--- config.mk ---
export PLATFORM = sky130hd
export DESIGN_NAME = rcrm_cell
export DESIGN_NICKNAME = d
export VERILOG_FILES = /design/src/rcrm_pkg.sv /design/src/rcrm_cell.sv
export SDC_FILE = /design/constraint.sdc
export NUM_CORES = 1
export LEC_CHECK = 0
export ABC_AREA = 0
export BUFFER_PORTS_ARGS = -buffer_cell sky130_fd_sc_hd__buf_2
export CELL_PAD_IN_SITES_DETAIL_PLACEMENT = 0
export CELL_PAD_IN_SITES_GLOBAL_PLACEMENT = 1
export CORE_ASPECT_RATIO = 0.8
export CORE_MARGIN = 2
export CORE_UTILIZATION = 39
export DETAILED_ROUTE_END_ITERATION = 10
export PLACE_DENSITY_LB_ADDON = 0.12
export REMOVE_ABC_BUFFERS = 1
export SETUP_SLACK_MARGIN = 0.3
export SLEW_MARGIN = 20
export SYNTH_ARGS = -nofsm -noshare
export SYNTH_HDL_FRONTEND = slang
export SYNTH_SLANG_ARGS = --single-unit
--- constraint.sdc ---
create_clock -name clk -period 5.6 [get_ports clk]
set_input_delay 0.28 -clock clk [delete_from_list [all_inputs] [get_ports clk]]
set_output_delay 0.28 -clock clk [all_outputs]
set_load 0.05 [all_outputs]
--- src/rcrm_pkg.sv ---
`timescale 1ns / 1ps
`default_nettype none

package rcrm_pkg;

  // Field and register widths.
  localparam int IDX_W     = 16;
  localparam int OUT_W     = 17;
  localparam int WEST_W    = 48;
  localparam int RES_W     = 47;
  localparam int COLS_W    = 17;
  localparam int CFG_IDX_W = 3;
  localparam int CFG_W     = 48;

  // Internal datapath widths.
  localparam int D_W    = WEST_W + 1;        // west offset, signed
  localparam int PROD_W = RES_W + IDX_W + 1; // window_res * (2i+1)
  localparam int REM_W  = 65;                // holds 2*source_res*columns
  localparam int NUM_W  = REM_W + 1;         // signed numerator

  // Register indexes of the configuration port.
  localparam logic [CFG_IDX_W-1:0] CFG_WINDOW_WEST    = 3'd0;
  localparam logic [CFG_IDX_W-1:0] CFG_WINDOW_RES     = 3'd1;
  localparam logic [CFG_IDX_W-1:0] CFG_SOURCE_WEST    = 3'd2;
  localparam logic [CFG_IDX_W-1:0] CFG_SOURCE_RES     = 3'd3;
  localparam logic [CFG_IDX_W-1:0] CFG_SOURCE_COLUMNS = 3'd4;
  localparam logic [CFG_IDX_W-1:0] CFG_LATLON_MODE    = 3'd5;

  // What one divider cell hands to the next.
  typedef struct packed {
    logic             valid;
    logic             hit;
    logic [REM_W-1:0] rem;
    logic [REM_W-1:0] dv;
    logic [OUT_W-1:0] q;
  } cell_link_t;

  // Status of the west offset reduction unit.
  typedef struct packed {
    logic                  busy;
    logic signed [D_W-1:0] offset;
  } norm_status_t;

endpackage

`default_nettype wire

--- src/rcrm_cell.sv ---
`timescale 1ns / 1ps
`default_nettype none

module rcrm_cell
  import rcrm_pkg::*;
(
  input  wire logic        clk,
  input  wire logic        rst_n,
  input  wire cell_link_t  link_in,
  input  wire logic        take_in,
  output cell_link_t       link_out,
  output logic             take_out
);

  cell_link_t link_r;
  cell_link_t link_nxt;
  logic       step;

  // One restoring division step: the divisor halves on its way down the row.
  assign step = link_in.hit && (link_in.rem >= link_in.dv);

  always_comb begin
    link_nxt       = link_in;
    link_nxt.rem   = step ? link_in.rem - link_in.dv : link_in.rem;
    link_nxt.dv    = link_in.dv >> 1;
    link_nxt.q     = {link_in.q[OUT_W-2:0], step};
  end

  assign take_out = !link_r.valid || take_in;

  always_ff @(posedge clk) begin
    if (!rst_n) begin
      link_r.valid <= 1'b0;
    end else if (take_out) begin
      link_r <= link_nxt;
    end
  end

  assign link_out = link_r;

  a_miss_has_no_quotient: assert property (@(posedge clk) disable iff (!rst_n)
    link_in.valid && !link_in.hit |-> (link_in.q == '0))
    else $error("quotient bits set on a missed column");

endmodule

`default_nettype wire

== Word-level counts from Yosys, hierarchy flattened ==
Index checks and enable logic that the tools add are counted.
Word-level totals
  flip-flop bits (word level): 148
  latch bits: 0
  memory bits (writable): 0
  memory bits (read-only): 0
  bits of input ports: 152
  output and inout bits: 150
  logic and storage cells: 12
  memories: 0
Operators by class
  $add $sub $neg: 1
  multiply operators: 0
  divide/modulo/power cells: 0
  magnitude comparators: 1
  equality and inequality tests: 0
  shift operators: 0
  muxes and demuxes: 1
  bitwise gates (word level): 0
  reductions and logical operators: 4
Operators with widths (number)
  65-bit >= comparator: 1
  65-bit 2-to-1 mux: 1
  65-bit subtractor: 1
  2-bit AND reduction: 1
  1-bit logical AND: 1
  1-bit zero test: 1
  1-bit logical OR: 1

== Longest topological paths before layout ==
  depth after elaboration: 3
  gate-level depth with buffers: 16
  gate-level depth less buffers: 13

== Worst setup path after synthesis ==
OpenSTA, ideal clock, no wires.
  path type: flip-flop to flip-flop
  start point: reg link_r, in the netlist link_out[148]
  end point: reg link_r, in the netlist link_out[0] (enable)
  library setup time: 0.523 ns
  data arrival time: 4.407 ns
  data required time: 5.077 ns
  setup slack: 0.670 ns
  stages on the path, launching flop included: 3
  path buffers: 0
  clock period less this slack: 4.930 ns
  cells stage by stage: dfxtp_1 nand2b_1 and2_1
On the way
  word-level cells in the longest chain between the ends: 3
RTL lines
  start: declaration: RTL line rcrm_cell.sv:15  | cell_link_t link_r;
  start signal: assignment: RTL line rcrm_cell.sv:35  | link_r <= link_nxt;
  1-bit zero test: RTL line rcrm_cell.sv:29  | assign take_out = !link_r.valid || take_in;
  1-bit logical OR: RTL line rcrm_cell.sv:29
  named net take_out: RTL line rcrm_cell.sv:12  | output logic take_out
  2-bit AND reduction (no line)
The timed path passes the listed nets, and every way through them passes these cells.
A chain may end at the register's enable or synchronous reset.

==> results.toml <==
[finish]
largest_reg_flops = 148
diodes = 0
syn_to_final_growth_pct = 25.2
final_core_utilization_pct = 49.3
finish.instance_area_sq_um = 11900
post_route_cells_drive_above_1_share_pct = 28.8
layoutNonFillerInstCount = 1584
nNetsFinal = 1471

[logic_synthesis]
postSynthCellCount = 971
netlist.top_cell.by_area = "edfxtp_1"
synth.ff_latch_count = 148
average_cell_area_after_synthesis_sq_um = 9.78
synthXorXnorAreaFrac_pct = 5.44
synthesis.area_sq_um = 9500
most_frequent_cell_after_synthesis = "edfxtp_1"
yosys.area_share.simple_pct = 13.6
synth_ff_type = "edfxtp_1"
yosysUniqueCellTypes = 84
compound_gate_portion_of_the_synthesized_area_pct = 19.6
ys_warn_count = 0
number_of_flops_mapped_to_enable_cells_by_yosys = 147
synthArstFlopShare_pct = 0
synth_top_family_by_area = "compound AO/OA/AOI/OAI gates"
synth_common_cells = "edfxtp_1 (147), nand2_1 (125), inv_1 (86)"
yosys.area.top_type_share_pct = 46.5
post_synth_mux_area_share_pct = 0.224
synth.top_cells.by_area = "edfxtp_1 (46%), ha_1 (8.6%), nand2_1 (4.9%), a21oi_1 (4.4%), o21ai_1 (3.7%)"
synth_seq_area_share_pct = 46.7
synth_adder_area_share_pct = 8.77

[place]
buffer_ports.inserted = 299
postPlaceCellArea_sq_um = 11300
placed_instances = 1552
pre_cts_slack_ps = 1620
finalWeightedCongestion = 0.894
detailed_place_hpwl_mm = 21.7

[timing]
maxSlewHeadroom_pct = 30.1
fin_hold_ws_ps = 26.7
timing.clock.skew_ps = 9.91
maxSlewViolCount = 0
finalCritPeriodShare_pct = 65.4
worst_slack_ps = 1940
final_period_minus_worst_setup_slack_ps = 3660
tns_ps = 0
timing_worst_slew_pin_value_ps = 1050
fmax_mhz = 273
endpoints_failing_setup = 0
grt_setup_unrepaired = "false"
report.final.hold_viol_count = 0

[power_and_ir_drop]
pwr-share-comb_pct = 29.3
total_power_mw = 3.64
switching_power_mw = 1.27
leak_nw = 5.33
power.ir.vdd_worst_mv = 0.168
clock_power_share_pct = 33.9
internal_cell_power_mw = 2.37
p_per_area_nw_per_um2 = 307
power.switching_fraction_pct = 34.9
power_frac_seq_pct = 36.8

[global_routing]
globalRouteTotalUtil_pct = 20.9
grt_first_pass_wirelength_mm = 41.1
grt_max_degree = 76
grt_antenna_before_repair = 2
grt_pass1_vias = 7490
overflow = 0

[clock_network]
worst_setup_hold_path_clk_slew_ps = 70
buffers_inserted_during_post_cts_setup_optimization = 0
tritoncts_clock_tree = "yes"
number_of_h_tree_levels = 4
insertion_delay_of_the_later_clocked_pin_in_the_worst_skew_pair_ps = 420
clkSinkCount = 148
ctsHoldBuffers = 0
cts-buffers-inserted = 17
post_cts_resized = 0
cts_root_buf = "clkbuf_16"
max-clock-path-buffers = 2

[drt]
routed_wirelength_mm = 27.3
avgRoutedWirePerCell_um = 17.3
drt.antenna.violating_nets = 0
via_count = 8161
initialDrtViolationCount = 524
firstDrtPassIters = 5
avgViaCountPerCell = 5.15
remaining_drc_errors = 0

[floorplan]
fp.dieArea_sq_um = 25600
initial_core_utilization_pct = 39.4
io_pins = 302
die_w_um = 178
die_height_um = 144
floorplan.rows = 51
area_of_the_core_region_sq_um = 24100

[hold_path]
worstHoldPathType = "input port to register"

[critical_path]
timing.setup.critical_path_class = "input port to register"
critical_path.endpoint_type = "register"
cp_max_fo = 4
worstPathRequired_ps = 5740
cp_data_arrival_time_ps = 3810
startpoint_type = "input port"
r2r_slack_ps = 3540

[job]
drv.max_cap_violation_count = 0

[status]
outcome = "finished, final reports clean"
-- kinds of logic after synthesis --
group                    after synthesis
other                                  1
AND/OR/NAND/NOR                      267
multiplexers                           2
AO/OA/AOI/OAI                        299
adder cells (fa/ha/maj)               66
XOR/XNOR                              59
buffers and inverters                129
flip-flops                           148
-- power groups by stage --
stage / logic (mW) / registers, mW / clock network [mW]
after floorplan: 0.493 / 1.66 / 0
after global placement: 1.06 / 1.36 / 0
after detailed placement: 1.06 / 1.36 / 0
after CTS: 1.07 / 1.34 / 1.27
after global routing: 1.16 / 1.35 / 1.31
final: 1.07 / 1.34 / 1.24
-- worst max-delay path, cell delays in order --
cell	delay [ps]
buf_2	80
inv_1	40
ha_1	210
fa_1	400
nand2b_1	180
a21o_1	210
a21boi_1	310
o21ai_1	140
a211oi_1	660
a21oi_1	360
o32ai_1	430
a31oi_1	210
xnor2_1	200
o21ai_1	80
-- path summary, 6_finish.rpt --
check,end,depth (start not counted),start
max,link_out[144]$_DFFE_PP_,14,link_in[82]
min,link_out[6]$_DFFE_PP_,1,link_in[5]
max reg2reg,link_out[127]$_DFFE_PP_,3,link_out[148]$_SDFFE_PN0N_
min reg2reg,link_out[148]$_SDFFE_PN0N_,2,link_out[148]$_SDFFE_PN0N_
-- cell usage in the layout, fill, tap and decap left out, drive strengths merged, types with 4 or more instances in the layout --
master  count
xor2       25
or2         5
edfxtp    147
a21o       25
ha         65
nor2       44
nand3      17
nor3       14
o21bai     10
xnor2      34
o31ai       5
o21a        9
inv        95
o21ai     107
nand4      25
nor2b       4
o211ai      5
a211oi     10
nand2b      5
buf       303
and2        6
a221oi      4
nand2     128
a21boi      7
nor4        4
a31oi       6
a21oi      84
or4         4
clkbuf     18
-- area by class of cell --
class / instances / area (sq um)
well taps: 318 / 398
inverters: 89 / 334
fillers: 2404 / 12200
multi-input cells: 694 / 4540
repair buffers: 303 / 1550
flip-flops and latches: 148 / 4430
clock buffers: 18 / 439
clock inverters: 14 / 188
-- metal layers --
| layer | vias up | track usage [%] | wire length (um) |
|---|---|---|---|
| met4 | 4 | 3.85 | 175 |
| li1 | 4097 | - | - |
| met3 | 15 | 4.74 | 2280 |
| met1 | 3750 | 33.2 | 14000 |
| met5 | - | 0 | 21 |
| met2 | 295 | 28.4 | 10800 |
(Power assumes the default switching activity.)
