==> src/rcrm_pkg.sv <==
`timescale 1ns / 1ps
`default_nettype none

package rcrm_pkg;

  // Field and register widths.
  localparam int IDX_W     = 16;
  localparam int OUT_W     = 17;
  localparam int WEST_W    = 48;
  localparam int RES_W     = 47;
  localparam int COLS_W    = 17;
  localparam int CFG_IDX_W = 3;
  localparam int CFG_W     = 48;

  // Internal datapath widths.
  localparam int D_W    = WEST_W + 1;        // west offset, signed
  localparam int PROD_W = RES_W + IDX_W + 1; // window_res * (2i+1)
  localparam int REM_W  = 65;                // holds 2*source_res*columns
  localparam int NUM_W  = REM_W + 1;         // signed numerator

  // Register indexes of the configuration port.
  localparam logic [CFG_IDX_W-1:0] CFG_WINDOW_WEST    = 3'd0;
  localparam logic [CFG_IDX_W-1:0] CFG_WINDOW_RES     = 3'd1;
  localparam logic [CFG_IDX_W-1:0] CFG_SOURCE_WEST    = 3'd2;
  localparam logic [CFG_IDX_W-1:0] CFG_SOURCE_RES     = 3'd3;
  localparam logic [CFG_IDX_W-1:0] CFG_SOURCE_COLUMNS = 3'd4;
  localparam logic [CFG_IDX_W-1:0] CFG_LATLON_MODE    = 3'd5;

  // What one divider cell hands to the next.
  typedef struct packed {
    logic             valid;
    logic             hit;
    logic [REM_W-1:0] rem;
    logic [REM_W-1:0] dv;
    logic [OUT_W-1:0] q;
  } cell_link_t;

  // Status of the west offset reduction unit.
  typedef struct packed {
    logic                  busy;
    logic signed [D_W-1:0] offset;
  } norm_status_t;

endpackage

`default_nettype wire

==> src/rcrm_turn_norm.sv <==
`timescale 1ns / 1ps
`default_nettype none

module rcrm_turn_norm
  import rcrm_pkg::*;
#(
  parameter int FRACTION_BITS = 16
) (
  input  wire logic                     clk,
  input  wire logic                     rst_n,
  input  wire logic                     start,
  input  wire logic signed [WEST_W-1:0] window_west,
  input  wire logic signed [WEST_W-1:0] source_west,
  input  wire logic                     latlon_mode,
  output norm_status_t                  status
);

  // A turn is 45 << (FRACTION_BITS + 3), and 4096 is 1 modulo 45, so the remainder
  // comes from a sum of 12-bit chunks and a short reciprocal step.
  localparam int SH = FRACTION_BITS + 3;
  localparam int TW = FRACTION_BITS + 9;
  localparam logic [TW-1:0]         TURN      = TW'(360) << FRACTION_BITS;
  localparam logic signed [D_W-1:0] TURN_D    = D_W'(TURN);
  localparam logic [25:0]           RECIP_45  = 26'd5826;
  localparam logic [12:0]           MOD_45    = 13'd45;

  localparam logic [2:0] ST_IDLE = 3'd0;
  localparam logic [2:0] ST_LOAD = 3'd1;
  localparam logic [2:0] ST_SUM  = 3'd2;
  localparam logic [2:0] ST_FOLD = 3'd3;
  localparam logic [2:0] ST_DIV  = 3'd4;
  localparam logic [2:0] ST_DONE = 3'd5;

  logic [2:0]            state_r;
  logic signed [D_W-1:0] d_raw_r;
  logic [D_W-1:0]        mag_r;
  logic [13:0]           sum_r;
  logic [12:0]           fold_r;
  logic [7:0]            q45_r;
  logic signed [D_W-1:0] offset_r;

  logic signed [D_W-1:0] d_load;
  logic [D_W-1:0]        mag_load;
  logic [47:0]           chunks;
  logic [13:0]           sum_nxt;
  logic [12:0]           fold_nxt;
  logic [7:0]            q45_nxt;
  logic [5:0]            r45;
  logic [TW-1:0]         rem_nxt;
  logic signed [D_W-1:0] rem_d;
  logic signed [D_W-1:0] offset_nxt;

  assign d_load   = {window_west[WEST_W-1], window_west} - {source_west[WEST_W-1], source_west};
  assign mag_load = d_load[D_W-1] ? D_W'(-d_load) : D_W'(d_load);

  assign chunks   = 48'(mag_r >> SH);
  assign sum_nxt  = 14'(chunks[11:0]) + 14'(chunks[23:12]) + 14'(chunks[35:24])
                    + 14'(chunks[47:36]);
  assign fold_nxt = 13'(sum_r[13:12]) + 13'(sum_r[11:0]);
  // Exact quotient by 45 for every folded value below 10082.
  assign q45_nxt  = 8'((26'(fold_r) * RECIP_45) >> 18);
  assign r45      = 6'(fold_r - 13'(q45_r) * MOD_45);
  assign rem_nxt  = {r45, mag_r[SH-1:0]};
  assign rem_d    = {{(D_W-TW){1'b0}}, rem_nxt};

  // In lat/lon mode, bring the offset into [0, turn]; a positive multiple of a turn stays a full turn.
  always_comb begin
    offset_nxt = d_raw_r;
    if (latlon_mode) begin
      if (d_raw_r > TURN_D) begin
        offset_nxt = (rem_nxt == '0) ? TURN_D : rem_d;
      end else if (d_raw_r < 0) begin
        offset_nxt = (rem_nxt == '0) ? '0 : TURN_D - rem_d;
      end
    end
  end

  always_ff @(posedge clk) begin
    if (!rst_n) begin
      state_r  <= ST_IDLE;
      offset_r <= '0;
    end else if (start) begin
      state_r <= ST_LOAD;
    end else begin
      case (state_r)
        ST_IDLE: begin
        end
        ST_LOAD: begin
          d_raw_r <= d_load;
          mag_r   <= mag_load;
          state_r <= ST_SUM;
        end
        ST_SUM: begin
          sum_r   <= sum_nxt;
          state_r <= ST_FOLD;
        end
        ST_FOLD: begin
          fold_r  <= fold_nxt;
          state_r <= ST_DIV;
        end
        ST_DIV: begin
          q45_r   <= q45_nxt;
          state_r <= ST_DONE;
        end
        ST_DONE: begin
          offset_r <= offset_nxt;
          state_r  <= ST_IDLE;
        end
        default: begin
          state_r <= ST_IDLE;
        end
      endcase
    end
  end

  assign status.busy   = (state_r != ST_IDLE);
  assign status.offset = offset_r;

  a_offset_in_turn: assert property (@(posedge clk) disable iff (!rst_n)
    (state_r == ST_IDLE) && $past(state_r == ST_DONE) && latlon_mode
    |-> (offset_r >= 0) && (offset_r <= TURN_D))
    else $error("reduced west offset outside one turn");

endmodule

`default_nettype wire

==> config.mk <==
export PLATFORM = sky130hd
export DESIGN_NAME = rcrm_turn_norm
export DESIGN_NICKNAME = d
export VERILOG_FILES = /design/src/rcrm_pkg.sv /design/src/rcrm_turn_norm.sv
export SDC_FILE = /design/constraint.sdc
export NUM_CORES = 1
export LEC_CHECK = 0
export BUFFER_PORTS_ARGS = -buffer_cell sky130_fd_sc_hd__buf_2
export CORE_UTILIZATION = 59
export DETAILED_ROUTE_END_ITERATION = 16
export GPL_TIMING_DRIVEN = 0
export PLACE_DENSITY_LB_ADDON = 0.3
export SYNTH_ARGS = -nofsm -noshare
export SYNTH_HDL_FRONTEND = slang
export SYNTH_SLANG_ARGS = --single-unit
==> constraint.sdc <==
create_clock -name clk -period 13.8 [get_ports clk]
set_input_delay 1.38 -clock clk [delete_from_list [all_inputs] [get_ports clk]]
set_output_delay 1.38 -clock clk [all_outputs]
set_load 0.005 [all_outputs]
## Yosys cells after proc, flatten, opt, wreduce, memory -nomap -nowiden

Index checks and enable logic that the tools add are counted.

| cells by class | value |
|---|---|
| multiply operators | 2 |
| add/subtract/negate cells | 7 |
| $lt $le $gt $ge | 2 |
| reductions and logical operators | 9 |
| mux-type cells | 8 |
| bitwise gates (word level) | 2 |
| eq/ne operators | 6 |

Operator list:

| kind | count |
|---|---|
| $mux 49 | 4 |
| $gt 49x26->1 const B | 1 |
| $lt 49x1->1 const B | 1 |
| $neg 49->49 | 1 |
| $sub 48x48->49 | 1 |
| $mux 48 | 1 |
| $sub 25x25->26 const A | 1 |
| $logic_not 25->1 | 1 |
| $mul 13x12->25 const B | 1 |
| $mux 25 | 1 |
| $pmux 3 s5 | 1 |
| $add 13x6->14 | 1 |
| $add 12x12->13 | 1 |
| $add 2x12->13 | 1 |
| $reduce_and 3->1 | 4 |
| $mul 8x6->6 const B | 1 |
| $eq 3x2->1 const B | 2 |
| $eq 3x3->1 const B | 2 |
| $sub 6x6->6 | 1 |
| $eq 3x1->1 const B | 1 |
| $logic_not 3->1 | 1 |
| $reduce_bool 3->1 | 1 |
| $ne 2x2->1 const B | 1 |
| $not 1->1 | 2 |
| 3 further kinds | 3 |

| word-level totals | value |
|---|---|
| input bits | 100 |
| flip-flop bits (word level) | 185 |
| word-level logic and storage cells | 45 |
| output and inout bits | 50 |

## Depth between registers and ports, before layout

| depth | value |
|---|---|
| depth in word-level cells | 7 |
| depth in mapped cells | 18 |
| depth with buffers taken out | 18 |

## Worst setup path before layout

No wires, ideal clock.

| path | value |
|---|---|
| path type | in2reg |
| from | input port start |
| to | register state_r[1] |
| arrival time | 11.549 ns |
| slack | 2.138 ns |
| library setup time | 0.112 ns |
| stages | 3 |
| data required time | 13.688 ns |
| buffers on the path | 0 |
| cells stage by stage | nand2b_1 -> nor4_1 -> or2_2 |

| between the ends | value |
|---|---|
| longest elaborated chain between the ends | 1 |

Ends and longest elaborated chain:

| what | line | RTL |
|---|---|---|
| start: declaration | rcrm_turn_norm.sv:11 | `input wire logic start,` |
| $reduce_or 2->1 (no source line) | n/a |  |
| end signal: assignment | rcrm_turn_norm.sv:80 | `state_r <= ST_IDLE;` |
| end signal: assignment | rcrm_turn_norm.sv:83 | `state_r <= ST_LOAD;` |
| end signal: assignment | rcrm_turn_norm.sv:91 | `state_r <= ST_SUM;` |
| end: declaration | rcrm_turn_norm.sv:34 | `logic [2:0] state_r;` |

No other way between the ends.
A chain may end at the register's enable or synchronous reset.

## Worst setup path in the final report

| path | value |
|---|---|
| from | input port window_west[19] |
| to | register mag_r[30] (data pin) |

| between the ends | value |
|---|---|
| elaborated cells between the ends (all ways) | 3 |
| classes of those cells | add/sub: 2; mux: 1 |

RTL lines:

| what | line | RTL |
|---|---|---|
| start: declaration | rcrm_turn_norm.sv:12 | `input wire logic signed [WEST_W-1:0] window_west,` |
| $sub 48x48->49 | rcrm_turn_norm.sv:53 | `assign d_load = {window_west[WEST_W-1], window_west} - {source_west[WEST_W-1], source_west};` |
| net d_load[48] | rcrm_turn_norm.sv:42 | `logic signed [D_W-1:0] d_load;` |
| $mux 48 | rcrm_turn_norm.sv:54 | `assign mag_load = d_load[D_W-1] ? D_W'(-d_load) : D_W'(d_load);` |
| net mag_load[30] | rcrm_turn_norm.sv:43 | `logic [D_W-1:0] mag_load;` |
| end signal: assignment | rcrm_turn_norm.sv:90 | `mag_r <= mag_load;` |
| end: declaration | rcrm_turn_norm.sv:36 | `logic [D_W-1:0] mag_r;` |

The timed path passes the listed nets, and every way through them passes these cells.

==> impl_metrics.env <==
export IMPL_netSwitchingPower_mw=0.487
export IMPL_maxSlewHeadroom_pct=12.5
export IMPL_die_y_um=161
export IMPL_grt_max_degree=21
export IMPL_worstPathRequired_ps=13960
export IMPL_postCtsHoldBufs=0
export IMPL_min_period_over_period_pct=39.9
export IMPL_slew_viol_final=0
export IMPL_crit_fanout=10
export IMPL_grt_usage_pct=30.0
export IMPL_worstMarginPinSlew_ps=1310
export IMPL_crit_path_start_kind="input pin"
export IMPL_routed_wl_um=37900
export IMPL_gr_total_overflow=0
export IMPL_synthTopCellsByCount="inv_1, ha_1, edfxtp_1"
export IMPL_synth_warnings=0
export IMPL_seq_area_frac_synth_pct=33.2
export IMPL_rr_worst_depth=17
export IMPL_arrival_ps=5660
export IMPL_hp_start="offset_r[0]"
export IMPL_synth_top_area_share_pct=26.2
export IMPL_min_path_type="flip-flop to flip-flop"
export IMPL_cts_buffer_depth=2
export IMPL_path_class="input pin to flip-flop"
export IMPL_synth_most_common_cell="inv_1"
export IMPL_end_kind="flip-flop"
export IMPL_initial_core_util_pct=60.7
export IMPL_clock_sinks=182
export IMPL_gp_congestion=0.943
export IMPL_fin_skew_ps=14.1
export IMPL_final_cell_area_um2=16800
export IMPL_drc=0
export IMPL_path_delay_family="simple AND/OR/NAND/NOR gates"
export IMPL_leakage_nw=7.33
export IMPL_worstReg2RegStart="fold_r[5]"
export IMPL_area_growth_pct=12.5
export IMPL_max_freq_mhz=182
export IMPL_hold_path_endpoint="offset_r[0]"
export IMPL_diodes=0
export IMPL_ys_types=85
export IMPL_synth_edf_count=130
export IMPL_reg2reg_to="q45_r[5]"
export IMPL_io_pins=150
export IMPL_async_flop_share_pct=0
export IMPL_post_cts_repair_setup_buffers=0
export IMPL_drtIter0Drc=990
export IMPL_instances_no_fill=2166
export IMPL_p_sw_share_pct=32.5
export IMPL_dp_cells=2134
export IMPL_setup_viol=0
export IMPL_utilization_pct=68.3
export IMPL_period_minus_slack_ps=5500
export IMPL_tns_ps=0
export IMPL_syn_avg_cell_area_um2=9.04
export IMPL_synthTopCellsByArea="edfxtp_1, ha_1, dfxtp_1"
export IMPL_synth_area_um2=14900
export IMPL_ys_ff_latch=182
export IMPL_comb_power_share_pct=25.9
export IMPL_critPathLaunch="window_west[19]"
export IMPL_hold_violations=0
export IMPL_postRouteAntennaNets=0
export IMPL_cts_tree="built"
export IMPL_antenna_found_initial=2
export IMPL_drive_gt1_share_pct=13.7
export IMPL_grt_pass1_wl_um=61600
export IMPL_clkSlewWorstSetupHoldPaths_ps=70
export IMPL_grt_pass1_vias=12274
export IMPL_dpl_cell_area_um2=16200
export IMPL_vias_per_cell=5.92
export IMPL_clk_insertion_delay_late_ps=440
export IMPL_cts_inserted_buffers=17
export IMPL_ctsResizeCount=0
export IMPL_coreArea_um2=24500
export IMPL_wire_per_inst_um=17.5
export IMPL_maxCapViolations=0
export IMPL_dr_pass1_iters=5
export IMPL_cp_slowest_cell="or3_1"
export IMPL_cp_slowest_stage_delay_ps=450
export IMPL_die_w_um=161
export IMPL_finalNetCount=2120
export IMPL_clock_root_buffer="clkbuf_16"
export IMPL_reg2reg_setup_slack_ps=8380
export IMPL_hpwl_um=30800
export IMPL_p_per_area_nw_per_um2=89.3
export IMPL_p_clk_share_pct=32.1
export IMPL_vdd_ir_drop_max_mv=0.0916
export IMPL_dieArea_um2=25900
export IMPL_min_path_cells=2
export IMPL_internal_power_mw=1.01
export IMPL_status="finished, final reports clean"
export IMPL_seq_power_share_pct=42.0
export IMPL_ys_flop_type="edfxtp_1"
export IMPL_synth_fp_nets=1940
export IMPL_cts_htree_levels=4
export IMPL_synth_cells=1649
export IMPL_vias=12813
export IMPL_rows=57
export IMPL_critPathBufInv=4
export IMPL_portBuffers=148
export IMPL_yosys_area_top_type="edfxtp_1"
export IMPL_crit_chain="buf_2 -> ha_1 -> clkbuf_1 -> nand4_1 -> or3_1 -> nor3_1 -> o31ai_1 -> o2bb2ai_1 -> o21ai_1 -> o21ai_0 -> nand2_1 -> a31oi_2 -> clkinv_1 -> clkbuf_1 -> nand2_1 -> xnor2_1"
export IMPL_rsz0062_at_grt="false"
[metal layers]
layer  vias to the layer above  share of wire (%)  GRT usage [%]
met5                         -              0.034              0
met4                         2                2.8           11.3
met3                        64                6.9           3.31
met2                       509                 46           48.4
met1                      6001                 44           41.6
li1                       6237                  -              -
[flip-flops by register name (all words and copies together) (netlist names)]
| register | flops |
|---|---|
| d_raw_r | 49 |
| fold_r | 13 |
| mag_r | 48 |
| offset_r | 49 |
| q45_r | 6 |
| state_r | 3 |
| sum_r | 14 |
[through the flow]
stage | total power, mW | hold WS, ps | worst slack [ps]
final | 1.50 | 452 | 8300
after global routing | 1.56 | 477 | 8060
after CTS | 1.50 | 452 | 8400
after detailed placement | 1.02 | 442 | 7920
after global placement | 1.01 | 435 | -889
after floorplan | 0.915 | 448 | 2140
[how the worst max path moves through the flow]
stage | to | slack (ps) | depth (start not counted)
after floorplan | state_r[1] | 2140 | 3
after global placement | state_r[1] | -890 | 4
after detailed placement | mag_r[18] | 7920 | 16
after CTS | q45_r[5] | 8400 | 17
after global routing | mag_r[18] | 8060 | 17
final | mag_r[30] | 8300 | 16
[worst register-to-register path, cell delays in order (launching register included)]
cell      delay (ps)
edfxtp_1         530
ha_1             340
inv_1             80
fa_1             540
inv_1             60
fa_1             500
fa_1             550
inv_1             60
fa_1             540
inv_1             40
ha_1             180
a21o_1           180
a21oi_1          210
o211ai_1         190
a31oi_1          360
o21ai_0          270
o41ai_1          440
xnor2_1          110
[placed cells by master (no fill, tap or decap), types with 15 or more instances in the layout]
master | netlist | layout
o211ai_1 | 15 | 15
buf_2 | 9 | 157
xnor2_1 | 88 | 88
o21ai_0 | 88 | 88
nand4_1 | 23 | 23
nor3_1 | 41 | 39
ha_1 | 146 | 146
fa_1 | 45 | 45
and2_1 | 17 | 17
a211oi_1 | 20 | 20
dfxtp_1 | 52 | 52
nand3_1 | 22 | 22
a21o_1 | 28 | 28
xor2_1 | 40 | 40
or3_1 | 17 | 17
a21oi_1 | 127 | 127
a31oi_1 | 21 | 21
nand2_1 | 121 | 121
inv_1 | 197 | 197
edfxtp_1 | 130 | 130
nor2_1 | 125 | 125
clkbuf_16 | 0 | 17
clkbuf_1 | 45 | 45
nor4_1 | 17 | 16
[power groups by stage]
| stage | logic, mW | registers [mW] | clock network (mW) |
|---|---|---|---|
| finish | 0.388 | 0.629 | 0.481 |
| global route | 0.427 | 0.630 | 0.506 |
| CTS | 0.382 | 0.629 | 0.486 |
| detailed placement | 0.378 | 0.641 | 0 |
| global placement | 0.365 | 0.643 | 0 |
| floorplan | 0.276 | 0.639 | 0 |
[cell type report]
class                   count  area, um2
well taps                 324        405
clock inverters            15        173
flip-flops and latches    182       4940
clock buffers              17        425
repair buffers            161        850
multi-input cells        1207       8960
plain buffers              61        260
fillers                  1984       7760
inverters                 199        747
[cell families (layout without fill, tap and decap cells)]
logic type	count (synthesis)	after routing	synth area share, %
XOR/XNOR	128	128	7.52
buffers and inverters	260	453	6.76
adder cells (fa/ha/maj)	191	191	18.3
flip-flops	182	182	33.2
AO/OA/AOI/OAI	424	424	18.6
multiplexers	7	7	0.470
AND/OR/NAND/NOR	457	457	15.2
No activity file was read; power rests on OpenSTA's default activity.
